File: config.mk
export PLATFORM = sky130hd
export DESIGN_NAME = pwm_pulse_width_median_capture
export DESIGN_NICKNAME = d
export VERILOG_FILES = /design/src/sv/pwmc_pkg.sv /design/src/sv/pwm_pulse_width_median_capture.sv /design/src/sv/pwmc_chan.sv /design/src/sv/pwmc_datapath.sv /design/src/sv/pwmc_ctrl.sv
export VERILOG_INCLUDE_DIRS = /design/src /design/src/sv
export SDC_FILE = /design/constraint.sdc
export NUM_CORES = 2
export LEC_CHECK = 0
export BUFFER_PORTS_ARGS = -buffer_cell sky130_fd_sc_hd__clkbuf_2
export CAP_MARGIN = 20
export CORE_MARGIN = 4
export CORE_UTILIZATION = 58
export CTS_CLUSTER_SIZE = 24
export DETAILED_ROUTE_END_ITERATION = 10
export GPL_ROUTABILITY_DRIVEN = 0
export GPL_TIMING_DRIVEN = 0
export PLACE_DENSITY = 0.77
export SKIP_CTS_REPAIR_TIMING = 1
export SYNTH_ARGS = -nofsm -noshare
export SYNTH_HDL_FRONTEND = slang
export SYNTH_HIERARCHICAL = 1
export SYNTH_SLANG_ARGS = --single-unit
File: constraint.sdc
create_clock -name i_clk -period 9.8 [get_ports i_clk]
set_clock_uncertainty 0.2 [all_clocks]
set_input_delay 1.96 -clock i_clk [delete_from_list [all_inputs] [get_ports i_clk]]
set_output_delay 1.96 -clock i_clk [all_outputs]
set_load 0.1 [all_outputs]
File: src/sv/assert_macros.svh
// Assertion macros shared by the RTL that carries concurrent checks.
// No dependencies; included by file name where assertions are written.
`ifndef ASSERT_MACROS_SVH
`define ASSERT_MACROS_SVH
`ifndef SYNTHESIS
// Check prop at every rising clock edge outside of reset.
`define ASSERT_AT(lbl, clk, rst_n, prop, msg) \
    lbl: assert property (@(posedge clk) disable iff (!rst_n) (prop)) else $error(msg);
// Check prop at every rising clock edge, reset included.
`define ASSERT_ALWAYS(lbl, clk, prop, msg) \
    lbl: assert property (@(posedge clk) (prop)) else $error(msg);
`else
`define ASSERT_AT(lbl, clk, rst_n, prop, msg)
`define ASSERT_ALWAYS(lbl, clk, prop, msg)
`endif
`endif

File: src/sv/pwmc_pkg.sv
// Shared types and constants of the two-channel pulse-width median capture.
// No dependencies; imported by every module of the block.
package pwmc_pkg;

    // Default window depth
    localparam int WINDOW_DEF = 15;

    // Field widths
    localparam int VAL_W  = 16;
    localparam int CIDX_W = 8;

    // Register indexes of the configuration port
    localparam logic [CIDX_W-1:0] CFG_TIMEOUT = 8'd0;
    localparam logic [CIDX_W-1:0] CFG_MIN     = 8'd1;
    localparam logic [CIDX_W-1:0] CFG_MAX     = 8'd2;
    localparam logic [CIDX_W-1:0] CFG_PERIOD  = 8'd3;

    // Reset values of the configuration registers
    localparam logic [VAL_W-1:0] TIMEOUT_RST = 16'd30000;
    localparam logic [VAL_W-1:0] MIN_RST     = 16'd1000;
    localparam logic [VAL_W-1:0] MAX_RST     = 16'd2000;
    localparam logic [VAL_W-1:0] PERIOD_RST  = 16'd1000;

    localparam logic [VAL_W-1:0] SAT_MAX = 16'hFFFF;

    // Commands from the controller to the datapath
    typedef struct packed {
        logic take;   // accept a tick: edge tracking
        logic cond;   // condition widths, shift windows, restart scan
        logic scan;   // issue one rank-search candidate
        logic load;   // load the output register
    } t_cmd;

    // Status from the datapath to the controller
    typedef struct packed {
        logic scan_last;  // candidate counter at its final entry
        logic busy;       // rank-search pipeline still holds work
    } t_sts;

endpackage

File: src/sv/pwm_pulse_width_median_capture.sv
// Top level of the two-channel pulse-width capture with median windows.
// Depends on pwmc_pkg, pwmc_ctrl, pwmc_datapath and assert_macros.svh.
//
// Usage: every input transaction on the s_axis channel is one microsecond
// tick carrying the two pin levels. Each channel measures the width of its
// last pulse, zeroes it after the timeout, clamps it, and every sample period
// shifts it into a WINDOW-deep window. Each input transaction yields exactly
// one m_axis transaction with the median of both windows.
// Configuration transactions on the cfg channel (always ready) set timeout,
// clamp limits and sample period; write them only while the block is idle.
// Sequencing: an accepted tick is tracked and conditioned, then the rank
// search visits one window entry a cycle through a three-stage compare and
// count pipeline, which drains before the result loads. A new tick is
// accepted in the cycle after the result loads, so the block takes no new
// tick until the previous result has loaded.
// Stall: the result sits in an output register; a new tick is accepted while
// it waits, but the next result loads only once the receiver has taken it.
// Reset: synchronous, active low; registers return to their defaults, all
// counts, widths and windows clear, no result is pending.
`include "assert_macros.svh"

module pwm_pulse_width_median_capture
    import pwmc_pkg::*;
#(
    parameter int WINDOW = WINDOW_DEF
) (
    input  logic                 i_clk,
    input  logic                 i_rst_n,
    // Input ticks
    input  logic                 i_s_axis_tvalid,
    output logic                 o_s_axis_tready,
    input  logic [7:0]           i_s_axis_tdata,   // [0] level_a, [1] level_b, [7:2] zero
    // Results
    output logic                 o_m_axis_tvalid,
    input  logic                 i_m_axis_tready,
    output logic [2*VAL_W-1:0]   o_m_axis_tdata,   // [15:0] median_a, [31:16] median_b
    // Configuration writes
    input  logic                 i_cfg_valid,
    output logic                 o_cfg_ready,
    input  logic [CIDX_W-1:0]    i_cfg_index,
    input  logic [VAL_W-1:0]     i_cfg_data
);

    t_cmd w_cmd;
    t_sts w_sts;

    assign o_cfg_ready = 1'b1;

    pwmc_ctrl u_ctrl (
        .i_clk     (i_clk),
        .i_rst_n   (i_rst_n),
        .i_s_valid (i_s_axis_tvalid),
        .o_s_ready (o_s_axis_tready),
        .o_m_valid (o_m_axis_tvalid),
        .i_m_ready (i_m_axis_tready),
        .i_sts     (w_sts),
        .o_cmd     (w_cmd)
    );

    pwmc_datapath #(.WINDOW(WINDOW)) u_dp (
        .i_clk       (i_clk),
        .i_rst_n     (i_rst_n),
        .i_cmd       (w_cmd),
        .o_sts       (w_sts),
        .i_level_a   (i_s_axis_tdata[0]),
        .i_level_b   (i_s_axis_tdata[1]),
        .i_cfg_we    (i_cfg_valid && o_cfg_ready),
        .i_cfg_index (i_cfg_index),
        .i_cfg_data  (i_cfg_data),
        .o_result    (o_m_axis_tdata)
    );

    // Checks
    `ASSERT_AT(a_idle_not_busy, i_clk, i_rst_n, o_s_axis_tready |-> !w_sts.busy, "busy in idle")
    `ASSERT_AT(a_load_valid, i_clk, i_rst_n, w_cmd.load |=> o_m_axis_tvalid, "load not shown")
    `ASSERT_AT(a_cmd_onehot, i_clk, i_rst_n, $onehot0(w_cmd), "command overlap")
    `ASSERT_ALWAYS(a_rst_no_valid, i_clk, !i_rst_n |=> !o_m_axis_tvalid, "valid after reset")

endmodule

File: src/sv/pwmc_chan.sv
// One channel: edge tracking, width conditioning, median window and rank search.
// Depends on pwmc_pkg.
module pwmc_chan
    import pwmc_pkg::*;
#(
    parameter int WINDOW = WINDOW_DEF
) (
    input  logic                       i_clk,
    input  logic                       i_rst_n,
    input  t_cmd                       i_cmd,
    input  logic                       i_level,
    input  logic                       i_shift,
    input  logic [$clog2(WINDOW)-1:0]  i_idx,
    input  logic [VAL_W-1:0]           i_timeout,
    input  logic [VAL_W-1:0]           i_min,
    input  logic [VAL_W-1:0]           i_max,
    output logic [VAL_W-1:0]           o_median,
    output logic                       o_busy
);

    localparam int NG = (WINDOW + 7) / 8;
    localparam int PW = NG * 8;
    localparam int LW = $clog2(PW + 1);
    localparam int K1 = (WINDOW - 1) / 2;
    localparam int K2 = WINDOW / 2;

    // Tracking state
    logic             r_last;
    logic [VAL_W-1:0] r_since;
    logic [VAL_W-1:0] r_width;
    logic [VAL_W-1:0] r_win [WINDOW];

    // Rank-search pipeline
    logic             r_pa, r_pb;
    logic [VAL_W-1:0] r_cand_a, r_cand_b;
    logic [WINDOW-1:0] r_lt, r_le;
    logic [3:0]       r_glt [NG];
    logic [3:0]       r_gle [NG];
    logic [VAL_W-1:0] r_m1, r_m2;

    logic             w_rise, w_fall;
    logic [VAL_W-1:0] n_since;
    logic [VAL_W-1:0] w_lo, w_clamp, n_cond;
    logic [VAL_W-1:0] w_cand;
    logic [PW-1:0]    w_lt_pad, w_le_pad;
    logic [3:0]       n_glt [NG];
    logic [3:0]       n_gle [NG];
    logic [LW-1:0]    w_lt_sum, w_le_sum;
    logic [VAL_W:0]   w_mid_sum;

    // Edge detection and saturating tick count
    always_comb begin
        w_rise  = !r_last && i_level;
        w_fall  = r_last && !i_level;
        if (w_rise) begin
            n_since = '0;
        end else if (r_since != SAT_MAX) begin
            n_since = r_since + VAL_W'(1);
        end else begin
            n_since = r_since;
        end
    end

    // Lower and upper clamp (upper wins), overridden by the timeout to zero
    always_comb begin
        w_lo    = (r_width < i_min) ? i_min : r_width;
        w_clamp = (w_lo > i_max) ? i_max : w_lo;
        n_cond  = (r_since > i_timeout) ? '0 : w_clamp;
    end

    assign w_cand = r_win[i_idx];

    // Group popcounts of the compare vectors
    always_comb begin
        w_lt_pad = '0;
        w_le_pad = '0;
        w_lt_pad[WINDOW-1:0] = r_lt;
        w_le_pad[WINDOW-1:0] = r_le;
        for (int g = 0; g < NG; g++) begin
            n_glt[g] = '0;
            n_gle[g] = '0;
            for (int b = 0; b < 8; b++) begin
                n_glt[g] = n_glt[g] + 4'(w_lt_pad[g*8+b]);
                n_gle[g] = n_gle[g] + 4'(w_le_pad[g*8+b]);
            end
        end
    end

    // Rank of the candidate from the group counts
    always_comb begin
        w_lt_sum = '0;
        w_le_sum = '0;
        for (int g = 0; g < NG; g++) begin
            w_lt_sum = w_lt_sum + LW'(r_glt[g]);
            w_le_sum = w_le_sum + LW'(r_gle[g]);
        end
    end

    // Control and tracking registers
    always_ff @(posedge i_clk) begin
        if (!i_rst_n) begin
            r_last  <= 1'b0;
            r_since <= '0;
            r_width <= '0;
            r_pa    <= 1'b0;
            r_pb    <= 1'b0;
            for (int j = 0; j < WINDOW; j++) begin
                r_win[j] <= '0;
            end
        end else begin
            r_pa <= i_cmd.scan;
            r_pb <= r_pa;
            if (i_cmd.take) begin
                r_last  <= i_level;
                r_since <= n_since;
                if (w_fall) begin
                    r_width <= n_since;
                end
            end
            if (i_cmd.cond) begin
                r_width <= n_cond;
                if (i_shift) begin
                    for (int j = 0; j < WINDOW - 1; j++) begin
                        r_win[j] <= r_win[j+1];
                    end
                    r_win[WINDOW-1] <= n_cond;
                end
            end
        end
    end

    // Rank-search datapath: compare, count, select
    always_ff @(posedge i_clk) begin
        if (i_cmd.scan) begin
            r_cand_a <= w_cand;
            for (int j = 0; j < WINDOW; j++) begin
                r_lt[j] <= r_win[j] < w_cand;
                r_le[j] <= r_win[j] <= w_cand;
            end
        end
        if (r_pa) begin
            r_cand_b <= r_cand_a;
            for (int g = 0; g < NG; g++) begin
                r_glt[g] <= n_glt[g];
                r_gle[g] <= n_gle[g];
            end
        end
        if (r_pb) begin
            if (w_lt_sum <= LW'(K1) && LW'(K1) < w_le_sum) begin
                r_m1 <= r_cand_b;
            end
            if (w_lt_sum <= LW'(K2) && LW'(K2) < w_le_sum) begin
                r_m2 <= r_cand_b;
            end
        end
    end

    // Truncated mean of the middle pair (same value twice for odd depth)
    assign w_mid_sum = {1'b0, r_m1} + {1'b0, r_m2};
    assign o_median  = w_mid_sum[VAL_W:1];
    assign o_busy    = r_pa || r_pb;

endmodule

File: src/sv/pwmc_datapath.sv
// Datapath: configuration registers, sample-period counter, both channels,
// candidate counter and output register. Depends on pwmc_pkg and pwmc_chan.
module pwmc_datapath
    import pwmc_pkg::*;
#(
    parameter int WINDOW = WINDOW_DEF
) (
    input  logic                  i_clk,
    input  logic                  i_rst_n,
    input  t_cmd                  i_cmd,
    output t_sts                  o_sts,
    input  logic                  i_level_a,
    input  logic                  i_level_b,
    input  logic                  i_cfg_we,
    input  logic [CIDX_W-1:0]     i_cfg_index,
    input  logic [VAL_W-1:0]      i_cfg_data,
    output logic [2*VAL_W-1:0]    o_result
);

    localparam int IW = $clog2(WINDOW);

    logic [VAL_W-1:0]   r_timeout, r_min, r_max, r_period;
    logic [VAL_W-1:0]   r_pcount;
    logic [IW-1:0]      r_idx;
    logic [2*VAL_W-1:0] r_out;

    logic [VAL_W-1:0]   n_pcount;
    logic               w_shift;
    logic [VAL_W-1:0]   w_med_a, w_med_b;
    logic               w_busy_a, w_busy_b;

    // Configuration writes; unknown indexes are dropped
    always_ff @(posedge i_clk) begin
        if (!i_rst_n) begin
            r_timeout <= TIMEOUT_RST;
            r_min     <= MIN_RST;
            r_max     <= MAX_RST;
            r_period  <= PERIOD_RST;
        end else if (i_cfg_we) begin
            case (i_cfg_index)
                CFG_TIMEOUT: r_timeout <= i_cfg_data;
                CFG_MIN:     r_min     <= i_cfg_data;
                CFG_MAX:     r_max     <= i_cfg_data;
                CFG_PERIOD:  r_period  <= i_cfg_data;
                default:     ;
            endcase
        end
    end

    // Saturating sample-period counter and shift decision
    always_comb begin
        n_pcount = (r_pcount != SAT_MAX) ? r_pcount + VAL_W'(1) : r_pcount;
        w_shift  = n_pcount >= r_period;
    end

    always_ff @(posedge i_clk) begin
        if (!i_rst_n) begin
            r_pcount <= '0;
            r_idx    <= '0;
        end else begin
            if (i_cmd.cond) begin
                r_pcount <= w_shift ? '0 : n_pcount;
                r_idx    <= '0;
            end else if (i_cmd.scan) begin
                r_idx <= r_idx + IW'(1);
            end
        end
    end

    // Output payload
    always_ff @(posedge i_clk) begin
        if (i_cmd.load) begin
            r_out <= {w_med_b, w_med_a};
        end
    end

    pwmc_chan #(.WINDOW(WINDOW)) u_chan_a (
        .i_clk     (i_clk),
        .i_rst_n   (i_rst_n),
        .i_cmd     (i_cmd),
        .i_level   (i_level_a),
        .i_shift   (w_shift),
        .i_idx     (r_idx),
        .i_timeout (r_timeout),
        .i_min     (r_min),
        .i_max     (r_max),
        .o_median  (w_med_a),
        .o_busy    (w_busy_a)
    );

    pwmc_chan #(.WINDOW(WINDOW)) u_chan_b (
        .i_clk     (i_clk),
        .i_rst_n   (i_rst_n),
        .i_cmd     (i_cmd),
        .i_level   (i_level_b),
        .i_shift   (w_shift),
        .i_idx     (r_idx),
        .i_timeout (r_timeout),
        .i_min     (r_min),
        .i_max     (r_max),
        .o_median  (w_med_b),
        .o_busy    (w_busy_b)
    );

    assign o_sts.scan_last = r_idx == IW'(WINDOW - 1);
    assign o_sts.busy      = w_busy_a || w_busy_b;
    assign o_result        = r_out;

endmodule

File: src/sv/pwmc_ctrl.sv
// Controller state machine: sequences tracking, scan and output handshake.
// Depends on pwmc_pkg.
module pwmc_ctrl
    import pwmc_pkg::*;
(
    input  logic i_clk,
    input  logic i_rst_n,
    input  logic i_s_valid,
    output logic o_s_ready,
    output logic o_m_valid,
    input  logic i_m_ready,
    input  t_sts i_sts,
    output t_cmd o_cmd
);

    typedef enum logic [4:0] {
        ST_IDLE  = 5'b00001,
        ST_COND  = 5'b00010,
        ST_SCAN  = 5'b00100,
        ST_DRAIN = 5'b01000,
        ST_OUT   = 5'b10000
    } t_state;

    t_state r_state, n_state;
    logic   r_m_valid;

    // Commands
    always_comb begin
        o_cmd.take = (r_state == ST_IDLE) && i_s_valid;
        o_cmd.cond = r_state == ST_COND;
        o_cmd.scan = r_state == ST_SCAN;
        o_cmd.load = (r_state == ST_OUT) && (!r_m_valid || i_m_ready);
    end

    // Next state
    always_comb begin
        n_state = r_state;
        case (r_state)
            ST_IDLE:  if (i_s_valid) n_state = ST_COND;
            ST_COND:  n_state = ST_SCAN;
            ST_SCAN:  if (i_sts.scan_last) n_state = ST_DRAIN;
            ST_DRAIN: if (!i_sts.busy) n_state = ST_OUT;
            ST_OUT:   if (o_cmd.load) n_state = ST_IDLE;
            default:  n_state = ST_IDLE;
        endcase
    end

    always_ff @(posedge i_clk) begin
        if (!i_rst_n) begin
            r_state   <= ST_IDLE;
            r_m_valid <= 1'b0;
        end else begin
            r_state <= n_state;
            if (o_cmd.load) begin
                r_m_valid <= 1'b1;
            end else if (i_m_ready) begin
                r_m_valid <= 1'b0;
            end
        end
    end

    assign o_s_ready = r_state == ST_IDLE;
    assign o_m_valid = r_m_valid;

endmodule

==> impl_metrics.env <==
export IMPL_path_clk_slew_ns=0.06
export IMPL_power_density_mw_per_mm2=150
export IMPL_vias_per_cell=6.32
export IMPL_antenna_left=0
export IMPL_cts_buffers=94
export IMPL_synth_edf_count=696
export IMPL_tns_ns=0
export IMPL_fin_crit_sh_pct=65.3
export IMPL_status="finished, final reports clean"
export IMPL_clk_latency_ns=0.66
export IMPL_avgSynthCellArea_um2=11.7
export IMPL_max_vdd_ir_drop_v=0.000155
export IMPL_synth_nets=5105
export IMPL_reg2reg_depth=17
export IMPL_r2r_start="u_dp/r_pcount[3]"
export IMPL_cts_buffer_depth=3
export IMPL_dp_hpwl_mm=101
export IMPL_vias=36900
export IMPL_area_growth_pct=9.91
export IMPL_syn_inst=4417
export IMPL_setup_viol=0
export IMPL_n_fill_cell=6794
export IMPL_yosys_area_top_type="edfxtp_1"
export IMPL_drive_gt1_share_pct=10.9
export IMPL_grt_pass1_vias=36600
export IMPL_drc=0
export IMPL_synth_top_family_by_area="adder cells"
export IMPL_ys_flop_type="edfxtp_1"
export IMPL_min_from="u_dp/u_chan_a/r_cand_a[4]"
export IMPL_coreArea_mm2=0.0884
export IMPL_rows=109
export IMPL_synth_adder_area_share_pct=16.3
export IMPL_power_mw=8.51
export IMPL_min_path_type="reg2reg"
export IMPL_cp_start_kind="flip-flop"
export IMPL_utilization_pct=64.2
export IMPL_drt_wirelength_per_cell_um=22.7
export IMPL_yosysWarnings=6
export IMPL_synth_seq_area_share_pct=46.7
export IMPL_r2r_slack_ns=3.40
export IMPL_cp_cell_sequence="and4_1 -> nand4_1 -> buf_4 -> or3_1 -> nor3_1 -> a21oi_1 -> ha_1 -> nand4_1 -> nor3_1 -> o311ai_1 -> nand3_1 -> clkbuf_1 -> nand2_1 -> clkbuf_1 -> nand2_4 -> buf_16 -> buf_16"
export IMPL_cts_root_buffer="clkbuf_16"
export IMPL_ios=72
export IMPL_drt_iter0_drc=3368
export IMPL_grt_total_usage_pct=28.0
export IMPL_synth_distinct_cells=105
export IMPL_synthXorXnorAreaFrac_pct=0.475
export IMPL_end_kind="flip-flop"
export IMPL_crit_reg2reg_capture="u_dp/u_chan_b/r_win[2][5]"
export IMPL_drv_cap=0
export IMPL_max_freq_mhz=156
export IMPL_slowest_stage="nand2_4"
export IMPL_async_flop_share_pct=0
export IMPL_h_tree_depth=3
export IMPL_slew_headroom_pct=32.4
export IMPL_period_needed_ns=6.40
export IMPL_clock_sinks=856
export IMPL_layout_commonest_cell="edfxtp_1"
export IMPL_worst_pin_slew_ns=1.01
export IMPL_synth_mux_area_share_pct=7.37
export IMPL_initial_utilization_pct=58.4
export IMPL_cp_max_fo=68
export IMPL_grt_setup_unrepaired="false"
export IMPL_path_class="reg2reg"
export IMPL_hold_ws_ns=0.208
export IMPL_critPathRequiredTime_ns=9.93
export IMPL_crit_buf_inv=5
export IMPL_synth_compound_area_share_pct=10.9
export IMPL_min_to="u_dp/u_chan_a/r_cand_b[4]"
export IMPL_overflow=0
export IMPL_cts_tree="yes"
export IMPL_post_synth_main_area_contributors="edfxtp_1 40%, ha_1 15%, dfxtp_1 6.2%, mux4_2 5.6%, and2_1 5.2%"
export IMPL_most_common_layout_cells="696 x edfxtp_1, 617 x ha_1, 430 x and2_1, 315 x nand2_1, 290 x inv_1"
export IMPL_yosys_area_share_simple_pct=14.7
export IMPL_synth_seq_cells=856
export IMPL_dieWidth_um=306
export IMPL_synth_top_cell_area_share_pct=40.5
export IMPL_dr_pass1_iters=6
export IMPL_slowest_delay_ns=0.79
export IMPL_drv_slew=0
export IMPL_critPathArrivalTime_ns=6.52
export IMPL_dieHeight_um=306
export IMPL_fp_dieArea_mm2=0.0938
export IMPL_port_buffers=62
export IMPL_syn_area_mm2=0.0516
export IMPL_drt_wl_total_mm=132
export IMPL_hold_violations=0
export IMPL_path_delay_family="simple AND/OR/NAND/NOR gates"
export IMPL_antenna_found_initial=2
export IMPL_grt_pass1_wl_mm=205
export IMPL_grt_max_degree=69
export IMPL_leakagePower_nw=22.5
export IMPL_min_path_cells=0
export IMPL_finalNetCount=5279
[layer usage]
metal  wire, µm  part of all wire [%]  GRT usage (%)  vias up
met2      62600                    47           46.3     1571
met1      54300                    41           37.5    18000
met4       5980                   4.5           11.9        0
met5          0                     0              0        -
li1           -                     -              -    16900
met3       9510                   7.2           3.60      347
[synth_stat cells (33+ instances only)]
| cell | n |
|---|---|
| ha_1 | 617 |
| o21a_1 | 64 |
| edfxtp_1 | 696 |
| o21ai_0 | 155 |
| o211ai_1 | 42 |
| nor2_1 | 165 |
| nand3_1 | 91 |
| nor2b_1 | 64 |
| a21oi_1 | 150 |
| nor3_1 | 86 |
| buf_2 | 33 |
| and2_1 | 430 |
| a211oi_1 | 46 |
| a31oi_1 | 42 |
| a21boi_0 | 38 |
| mux4_2 | 128 |
| a21o_1 | 105 |
| fa_1 | 34 |
| nand4_1 | 119 |
| inv_1 | 290 |
| mux2i_1 | 48 |
| clkbuf_1 | 106 |
| dfxtp_1 | 160 |
| nand2_1 | 317 |
[worst max path at each step]
stage / from / endpoint / depth (start not counted)
2_1_floorplan: u_dp/r_pcount[2] / u_dp/u_chan_b/r_win[0][0] / 16
4_1_cts: u_dp/r_pcount[3] / u_dp/u_chan_b/r_win[2][6] / 17
3_3_place_gp: u_dp/r_pcount[9] / u_dp/u_chan_b/r_win[0][13] / 15
5_1_grt: u_dp/r_pcount[3] / u_dp/u_chan_b/r_win[0][14] / 17
3_5_place_dp: u_dp/r_pcount[3] / u_dp/u_chan_b/r_win[0][7] / 17
6_report: u_dp/r_pcount[3] / u_dp/u_chan_b/r_win[2][5] / 17
[area by class of cell]
type                       count  area, µm²  share of cell area (%)
antenna                        1       2.50                 0.00441
buffer                       163        747                    1.32
clock buffer                 123       2540                    4.48
clock inverter                48        445                   0.785
inverter                     292       1100                    1.94
multi-input combinational   3106      25700                    45.3
sequential                   856      24100                    42.5
tap                         1165       1460                    2.57
timing repair buffer          78        632                    1.11
[worst register-to-register path, cell delays in order (launching register included)]
cell	delay (ns)
dfxtp_1	0.44
and4_1	0.35
nand4_1	0.15
buf_4	0.20
or3_1	0.40
nor3_1	0.18
a21oi_1	0.10
ha_1	0.31
nand4_1	0.11
nor3_1	0.29
o311ai_1	0.21
nand3_1	0.25
clkbuf_1	0.70
nand2_1	0.31
clkbuf_1	0.35
nand2_4	0.79
buf_16	0.36
buf_16	0.33
[cell families (layout without fill, tap and decap cells)]
logic type,Yosys count,after routing
adders and majority gates,651,651
buffers and inverters,455,704
AOI/OAI and AO/OA,817,817
muxes,203,203
other,1,2
xor gates and xnor gates,28,28
and+or+nand+nor,1406,1406
DFF,856,856
[power by group]
group          switching [mW]  total, mW  leakage [nW]  internal [mW]
Clock                    1.48       3.49          1.48           2.01
Sequential             0.0909       4.13          8.17           4.04
Combinational           0.548      0.893          12.8          0.345
[through the flow]
stage	setup slack [ns]	cell area (µm²)	std cells
2_1_floorplan	0.636	51600	4417
3_3_place_gp	-2.76	53400	5644
3_5_place_dp	3.55	53700	5660
4_1_cts	3.50	56700	5831
5_1_grt	3.02	56700	5831
6_report	3.40	56700	5832
(Power assumes the default switching activity.)
